`config.mk`:
```
export PLATFORM = sky130hd
export DESIGN_NAME = button_debounce_repeat_setpoint
export DESIGN_NICKNAME = d
export VERILOG_FILES = /design/src/sv/bdrs_pkg.sv /design/src/sv/button_debounce_repeat_setpoint.sv
export SDC_FILE = /design/constraint.sdc
export NUM_CORES = 1
export LEC_CHECK = 0
export BUFFER_PORTS_ARGS = -buffer_cell sky130_fd_sc_hd__buf_2
export CORE_MARGIN = 2
export CORE_UTILIZATION = 50
export DETAILED_ROUTE_END_ITERATION = 10
export HOLD_SLACK_MARGIN = 0.12
export PLACE_DENSITY = 0.75
export SYNTH_ARGS = -nofsm -noshare
export SYNTH_HDL_FRONTEND = slang
export SYNTH_SLANG_ARGS = --single-unit
```
`constraint.sdc`:
```
create_clock -name clock -period 5.5 [get_ports clock]
set_input_delay 0.825 -clock clock [delete_from_list [all_inputs] [get_ports clock]]
set_output_delay 0.825 -clock clock [all_outputs]
set_load 0.01 [all_outputs]
```
`src/sv/bdrs_pkg.sv`:
```
// shared types, codes and helpers for the button debounce / repeat setpoint block
package bdrs_pkg;

   localparam int TIME_BITS = 32;

   localparam int BUTTON_WIDTH   = 3;
   localparam int DEBOUNCE_WIDTH = 8;
   localparam int REPEAT_WIDTH   = 16;
   localparam int STEP_WIDTH     = 6;
   localparam int TEMP_WIDTH     = 9;
   localparam int CSR_INDEX_WIDTH = 3;
   localparam int CSR_DATA_WIDTH  = 16;

   typedef logic [BUTTON_WIDTH-1:0]   button_type;
   typedef logic [TIME_BITS-1:0]      time_type;
   typedef logic [TEMP_WIDTH-1:0]     temp_type;
   typedef logic [CSR_INDEX_WIDTH-1:0] csr_index_type;

   localparam button_type KEY_NONE  = 3'd0;
   localparam button_type KEY_ENTER = 3'd1;
   localparam button_type KEY_UP    = 3'd2;
   localparam button_type KEY_DOWN  = 3'd3;
   localparam button_type KEY_MENU  = 3'd4;

   localparam csr_index_type CSR_DEBOUNCE_TICKS   = 3'd0;
   localparam csr_index_type CSR_REPEAT_TICKS     = 3'd1;
   localparam csr_index_type CSR_TEMPERATURE_STEP = 3'd2;
   localparam csr_index_type CSR_MIN_TEMPERATURE  = 3'd3;
   localparam csr_index_type CSR_MAX_TEMPERATURE  = 3'd4;

   localparam logic [DEBOUNCE_WIDTH-1:0] DEBOUNCE_TICKS_RESET   = 8'd20;
   localparam logic [REPEAT_WIDTH-1:0]   REPEAT_TICKS_RESET     = 16'd200;
   localparam logic [STEP_WIDTH-1:0]     TEMPERATURE_STEP_RESET = 6'd10;
   localparam temp_type                  MIN_TEMPERATURE_RESET  = 9'd150;
   localparam temp_type                  MAX_TEMPERATURE_RESET  = 9'd450;
   localparam temp_type                  SETPOINT_RESET         = 9'd300;
   localparam temp_type                  SETPOINT_MAX           = 9'd511;

   typedef struct packed {
      temp_type   setpoint_value;
      button_type debounced_button;
      logic       setpoint_changed;
   } result_type;

   // level of the named button; none and unknown codes read as released
   function automatic logic level_of(input button_type btn, input logic [3:0] levels);
      logic lvl;
      begin
         case (btn)
            KEY_ENTER: lvl = levels[0];
            KEY_UP:    lvl = levels[1];
            KEY_DOWN:  lvl = levels[2];
            KEY_MENU:  lvl = levels[3];
            default:   lvl = 1'b0;
         endcase
         return lvl;
      end
   endfunction

endpackage

```
`src/sv/button_debounce_repeat_setpoint.sv`:
```
// top level: button debounce, auto-repeat and temperature setpoint update
// One request transfer is one 1 ms tick and yields exactly one response transfer. Each tick is
// handled combinationally: the debounce, repeat and setpoint logic sits between the state
// registers and a two-entry response buffer, so a tick can be taken on every clock while the
// response side keeps up. req_stall rises only when both buffer entries hold responses that have
// not been transferred, and falls the cycle after one is taken. Configuration writes apply from
// the next tick on; the setpoint starts at 300 after reset.
module button_debounce_repeat_setpoint
   import bdrs_pkg::*;
(
   input  logic                       clock,
   input  logic                       reset,
   input  logic                       req_valid,
   output logic                       req_stall,
   input  logic [2:0]                 req_press_event,
   input  logic                       req_pressed_enter,
   input  logic                       req_pressed_up,
   input  logic                       req_pressed_down,
   input  logic                       req_pressed_menu,
   output logic                       rsp_valid,
   input  logic                       rsp_stall,
   output logic [8:0]                 rsp_setpoint_value,
   output logic [2:0]                 rsp_debounced_button,
   output logic                       rsp_setpoint_changed,
   input  logic                       csr_write_enable,
   input  logic [CSR_INDEX_WIDTH-1:0] csr_index,
   input  logic [CSR_DATA_WIDTH-1:0]  csr_write_data
);

   // configuration
   logic [DEBOUNCE_WIDTH-1:0] debounce_ticks_ff;
   logic [REPEAT_WIDTH-1:0]   repeat_ticks_ff;
   logic [STEP_WIDTH-1:0]     temperature_step_ff;
   temp_type                  min_temperature_ff;
   temp_type                  max_temperature_ff;

   // tick state
   button_type                raw_button_ff, raw_button_in;
   logic [DEBOUNCE_WIDTH-1:0] debounce_count_ff, debounce_count_in;
   button_type                qualified_button_ff, qualified_button_in;
   button_type                previous_button_ff, previous_button_in;
   time_type                  last_repeat_time_ff, last_repeat_time_in;
   time_type                  tick_time_ff, tick_time_in;
   temp_type                  target_temperature_ff, target_temperature_in;

   // response buffer
   logic       out_valid_ff, skid_valid_ff;
   result_type out_data_ff, skid_data_ff;
   result_type result;

   logic       req_accept, rsp_taken;
   logic [3:0] levels;
   button_type raw_latched;
   logic       first_press, held_press, act;
   time_type   gap;
   logic [TEMP_WIDTH:0] sum_up;

   assign req_stall  = skid_valid_ff;
   assign req_accept = req_valid && !req_stall;
   assign rsp_valid  = out_valid_ff;
   assign rsp_taken  = out_valid_ff && !rsp_stall;

   assign rsp_setpoint_value   = out_data_ff.setpoint_value;
   assign rsp_debounced_button = out_data_ff.debounced_button;
   assign rsp_setpoint_changed = out_data_ff.setpoint_changed;

   assign levels = {req_pressed_menu, req_pressed_down, req_pressed_up, req_pressed_enter};

   always_comb begin
      tick_time_in = tick_time_ff + 1'b1;

      // a known edge event overwrites the raw button
      if (req_press_event >= KEY_ENTER && req_press_event <= KEY_MENU) begin
         raw_latched = req_press_event;
      end else begin
         raw_latched = raw_button_ff;
      end

      raw_button_in       = raw_latched;
      debounce_count_in   = debounce_count_ff;
      qualified_button_in = qualified_button_ff;
      if (raw_latched != KEY_NONE) begin
         if (debounce_count_ff != '0) begin
            debounce_count_in = debounce_count_ff - 1'b1;
         end else begin
            if (level_of(raw_latched, levels)) begin
               qualified_button_in = raw_latched;
            end
            debounce_count_in = debounce_ticks_ff;
            raw_button_in     = KEY_NONE;
         end
      end

      // repeat step
      first_press = (qualified_button_in != KEY_NONE) && (last_repeat_time_ff == '0);
      held_press  = (qualified_button_in == previous_button_ff)
                    && level_of(qualified_button_in, levels);
      gap = tick_time_in - last_repeat_time_ff;
      act = 1'b1;
      last_repeat_time_in = last_repeat_time_ff;
      if (first_press || held_press) begin
         if (gap >= time_type'(repeat_ticks_ff)) begin
            last_repeat_time_in = tick_time_in;
         end else begin
            act = 1'b0;
         end
      end else begin
         last_repeat_time_in = '0;
         qualified_button_in = KEY_NONE;
      end

      previous_button_in    = previous_button_ff;
      target_temperature_in = target_temperature_ff;
      sum_up = {1'b0, target_temperature_ff} + (TEMP_WIDTH+1)'(temperature_step_ff);
      if (act) begin
         previous_button_in = qualified_button_in;
         if (qualified_button_in == KEY_UP) begin
            if (target_temperature_ff < max_temperature_ff) begin
               target_temperature_in = sum_up[TEMP_WIDTH] ? SETPOINT_MAX
                                                          : sum_up[TEMP_WIDTH-1:0];
            end
         end else if (qualified_button_in == KEY_DOWN) begin
            if (target_temperature_ff > min_temperature_ff) begin
               if (target_temperature_ff > temp_type'(temperature_step_ff)) begin
                  target_temperature_in = target_temperature_ff
                                          - temp_type'(temperature_step_ff);
               end else begin
                  target_temperature_in = '0;
               end
            end
         end
      end

      result.setpoint_value   = target_temperature_in;
      result.debounced_button = qualified_button_in;
      result.setpoint_changed = target_temperature_in != target_temperature_ff;
   end

   always_ff @(posedge clock) begin
      if (reset) begin
         debounce_ticks_ff   <= DEBOUNCE_TICKS_RESET;
         repeat_ticks_ff     <= REPEAT_TICKS_RESET;
         temperature_step_ff <= TEMPERATURE_STEP_RESET;
         min_temperature_ff  <= MIN_TEMPERATURE_RESET;
         max_temperature_ff  <= MAX_TEMPERATURE_RESET;
      end else if (csr_write_enable) begin
         case (csr_index)
            CSR_DEBOUNCE_TICKS:   debounce_ticks_ff   <= csr_write_data[DEBOUNCE_WIDTH-1:0];
            CSR_REPEAT_TICKS:     repeat_ticks_ff     <= csr_write_data[REPEAT_WIDTH-1:0];
            CSR_TEMPERATURE_STEP: temperature_step_ff <= csr_write_data[STEP_WIDTH-1:0];
            CSR_MIN_TEMPERATURE:  min_temperature_ff  <= csr_write_data[TEMP_WIDTH-1:0];
            CSR_MAX_TEMPERATURE:  max_temperature_ff  <= csr_write_data[TEMP_WIDTH-1:0];
            default: ;
         endcase
      end
   end

   always_ff @(posedge clock) begin
      if (reset) begin
         raw_button_ff         <= KEY_NONE;
         debounce_count_ff     <= DEBOUNCE_TICKS_RESET;
         qualified_button_ff   <= KEY_NONE;
         previous_button_ff    <= KEY_NONE;
         last_repeat_time_ff   <= '0;
         tick_time_ff          <= '0;
         target_temperature_ff <= SETPOINT_RESET;
      end else if (req_accept) begin
         raw_button_ff         <= raw_button_in;
         debounce_count_ff     <= debounce_count_in;
         qualified_button_ff   <= qualified_button_in;
         previous_button_ff    <= previous_button_in;
         last_repeat_time_ff   <= last_repeat_time_in;
         tick_time_ff          <= tick_time_in;
         target_temperature_ff <= target_temperature_in;
      end
   end

   // two-entry response buffer; the skid entry fills only while the head waits
   always_ff @(posedge clock) begin
      if (reset) begin
         out_valid_ff  <= 1'b0;
         skid_valid_ff <= 1'b0;
      end else begin
         if (rsp_taken) begin
            out_valid_ff  <= skid_valid_ff || req_accept;
            skid_valid_ff <= 1'b0;
         end else if (req_accept) begin
            if (out_valid_ff) begin
               skid_valid_ff <= 1'b1;
            end else begin
               out_valid_ff <= 1'b1;
            end
         end
      end
   end

   always_ff @(posedge clock) begin
      if (rsp_taken) begin
         out_data_ff <= skid_valid_ff ? skid_data_ff : result;
      end else if (req_accept) begin
         if (out_valid_ff) begin
            skid_data_ff <= result;
         end else begin
            out_data_ff <= result;
         end
      end
   end

endmodule
```
==> flow_summary.toml <==
[outcome]
status = "complete, no violations"

[final_layout]
area_growth_syn_to_layout_pct = 21.0
drive_gt1_share_pct = 20.1
nets = 1715
diodes = 0
finalInstanceArea_sq_mm = 0.0141
regArea_sq_mm = 0.00360
multi_input_area_sq_mm = 0.00802
fillers = 1984

[die]
io_pins = 46
fp-row-count = 55
fp.dieArea_sq_mm = 0.0246
die_y_um = 157
dieWidth_um = 157
fp.coreArea_sq_mm = 0.0228
initial_core_util_pct = 51.2

[synth]
synth_compound_area_share_pct = 20.8
synth_top_cell_by_area = "dfxtp_1"
async_reset_ff_share_pct = 0
synth_commonest_cells = "210 x nand2_1, 145 x a21oi_1, 140 x dfxtp_1, 119 x nor2_1, 100 x inv_1"
synthSimpleGateAreaFrac_pct = 24.9
yosysMostFrequentCell = "nand2_1"
syn_area_sq_mm = 0.0117
synth_cells = 1490
synth_area_leaders = "dfxtp_1 24%, ha_1 8.4%, nand2_1 6.8%"
synth_edf_count = 26
yosys.area_share.adder_pct = 8.89
muxShareOfSynthArea_pct = 3.28
synth.top_cell.area_share_pct = 24.0
ys_ff_latch = 166
synth_nets = 1602
synth_cell_types = 85
yosysSeqAreaShare_pct = 30.7
synth-xor-area-share_pct = 5.86
ys.flop_type = "dfxtp_1"
yosysWarningCount = 0
synth_top_family_by_area = "simple AND/OR/NAND/NOR gates"
avgSynthCellArea_sq_um = 7.82

[pwr]
ir_drop_v = 0.000147
p_int_mw = 2.08
leakage_nw = 5.88
combPwrFrac_pct = 15.8
clockPowerShare_pct = 41.3
p_per_area_mw_per_mm2 = 209
swShare_pct = 29.5
seqPwrFrac_pct = 42.9
p_sw_mw = 0.873

[detailed_routing]
drc_errors = 0
dr.pass1.iters = 6
via_count = 11400
ant_nets = 0
avgRoutedWirePerCell_um = 17.3
drtIter0Drc = 931
viasPerCell = 5.90
routed_wirelength_mm = 33.4

[setup_path]
crit_slowest_cell = "dfxtp_2"
worstSetupStartpointType = "flip-flop"
endpoint = "rsp_setpoint_value[6]"
slowest_delay_ns = 0.37
reg2reg_from = "tick_time_ff[1]"
r2r-end = "rsp_setpoint_value[6]"
ff2ff_setup_slack_ns = 0.02
crit_family = "simple AND/OR/NAND/NOR gates"
worst-setup-path-type = "flip-flop to flip-flop"
ff2ff_path_depth = 27
required_ns = 5.69
crit_path_end_kind = "flip-flop"
crit_path_max_fanout = 6
crit_buf_inv = 3
worstSetupPathDepth = 27
cp-startpoint = "tick_time_ff[1]"
cp_data_arrival_time_ns = 5.67

[timing]
fin_crit_sh_pct = 99.6
hold_ws_ns = 0.459
skew_ns = 0.00964
worst_pin_slew_ns = 1.20
setup_violations = 0
fmax_ghz = 0.183
rsz0062_at_grt = "yes"
drv_slew = 0
finalHoldViolations = 0
max_slew_margin_pct = 20.0
min_period_ns = 5.48

[clock_tree]
numClockSinks = 166
cts_buffers = 17
cts_max_level = 4
clockBufferDepth = 2
cts.clk_slew.worst_paths_ns = 0.07
cts_tree = "yes"
clkLatencyLatePin_ns = 0.44
cts_hold_buf = 0
cts-root-buf = "clkbuf_16"

[place]
placed_area_sq_mm = 0.0129
dpl.hpwl_mm = 23.5
place_congestion = 0.966
port_buffers = 45

[global_route]
first_global_vias = 10700
grt-ovfl-total = 0
grt_pass1_wl_mm = 52.2
track_usage_pct = 26.4
grt_max_degree = 90
antenna_found_initial = 0

[flow_run]
drv_cap = 0

[worst_hold_path]
hold_path.class = "flip-flop to flip-flop"
-- through the flow --
step                      total power [mW]  setup WS (ns)  cells  util [%]  TNS, ns
after detailed placement              1.70         -0.323   1884      56.5    -8.46
final                                 2.95         0.0236   1929      61.9        0
after CTS                             2.92       0.000723   1920      59.5        0
after global placement                1.69         -0.169   1884      56.5    -1.11
after floorplan                       1.57         -0.250   1490         -    -1.09
after global routing                  3.06         -0.178   1929      61.9    -1.07
-- worst min-delay path by stage --
| stage | start | to | slack, ns | cells after the start |
|---|---|---|---|---|
| global placement | min_temperature_ff[3] | min_temperature_ff[3] | 0.44 | 2 |
| CTS | min_temperature_ff[3] | min_temperature_ff[3] | 0.46 | 2 |
| finish | min_temperature_ff[3] | min_temperature_ff[3] | 0.46 | 2 |
| floorplan | debounce_ticks_ff[7] | debounce_ticks_ff[7] | 0.43 | 2 |
| global route | max_temperature_ff[4] | max_temperature_ff[4] | 0.48 | 2 |
| detailed placement | min_temperature_ff[5] | min_temperature_ff[5] | 0.45 | 2 |
-- registers in the layout (all words and copies together) (netlist names) --
| register | count |
|---|---|
| req_stall | 1 |
| max_temperature_ff | 9 |
| repeat_ticks_ff | 16 |
| target_temperature_ff | 9 |
| rsp_setpoint_value | 9 |
| debounce_count_ff | 8 |
| raw_button_ff | 3 |
| skid_data_ff | 13 |
| tick_time_ff | 32 |
| debounce_ticks_ff | 8 |
| rsp_debounced_button | 3 |
| qualified_button_ff | 3 |
| rsp_setpoint_changed | 1 |
| temperature_step_ff | 6 |
| previous_button_ff | 3 |
| rsp_valid | 1 |
| last_repeat_time_ff | 32 |
| min_temperature_ff | 9 |
-- cells by family (layout without fill, tap and decap cells) --
group	after synthesis	count (layout)
simple gates	589	589
compound gates	375	375
fa+ha+maj	81	81
xor+xnor	78	78
buf+inv	165	291
mux	36	36
flops	166	166
-- worst register-to-register path, stage by stage, from the launching register on --
cell and delay [ns]:
dfxtp_2 0.37, nand3_2 0.09, or2_4 0.24, or2_4 0.27, nor2_2 0.18, nand2_1 0.11, xnor2_2 0.17, ha_4 0.30
nand4_1 0.14, inv_2 0.12, o311a_1 0.21, a211oi_4 0.05, xnor2_1 0.20, ha_1 0.27, nand2_2 0.09, buf_4 0.11
nor2_1 0.04, a32oi_2 0.21, nand4_1 0.13, a221o_1 0.29, nor3_2 0.16, nand4bb_1 0.10, and4b_1 0.25, o211ai_1 0.13
nor4b_4 0.24, buf_6 0.18, mux2_4 0.31, mux2_4 0.25
-- power groups by stage --
stage / sequential (mW) / clock, mW / combinational, mW
2_1_floorplan: 1.29 / 0 / 0.278
4_1_cts: 1.27 / 1.24 / 0.417
6_report: 1.27 / 1.22 / 0.465
3_5_place_dp: 1.30 / 0 / 0.408
3_3_place_gp: 1.29 / 0 / 0.396
5_1_grt: 1.27 / 1.28 / 0.510
-- cell type report --
class | count | area share (%)
inverter | 100 | 2.66
clock inverter | 14 | 1.08
sequential | 166 | 25.5
multi-input combinational | 1159 | 56.8
timing repair buffer | 159 | 8.00
tap | 313 | 2.78
clock buffer | 18 | 3.11
-- placed cells by master (no fill, tap or decap), types with 13 or more instances in the layout --
| master | n |
|---|---|
| nand2_1 | 207 |
| nand2b_1 | 26 |
| xnor2_1 | 25 |
| o21a_1 | 15 |
| ha_1 | 66 |
| inv_1 | 99 |
| xor2_1 | 39 |
| edfxtp_1 | 26 |
| nor3_1 | 31 |
| buf_2 | 44 |
| nand3b_1 | 40 |
| o21ai_0 | 59 |
| buf_4 | 110 |
| nor4_1 | 13 |
| and3_1 | 19 |
| a21oi_1 | 135 |
| or3_1 | 14 |
| nand4_1 | 22 |
| nand3_1 | 27 |
| dfxtp_1 | 135 |
| clkbuf_16 | 17 |
| nor2_1 | 114 |
| mux2i_1 | 17 |
-- per-layer routing --
metal  up-vias  global-route usage (%)  routed length, um
met1      5364                    32.9              14400
met4         0                    10.0               1010
met3        93                    3.79               1760
li1       5501                       -                  -
met2       414                    46.1              16200
met5         -                       0                  0
-- timing repair --
action                                  4_1_cts  5_1_grt
endpoints found under the setup margin       64       64
gates cloned                                  0        0
gates resized for setup                      14       98
pin swaps                                    14       31
buffers inserted                              4       10
Power figures use the tool's default switching activity.
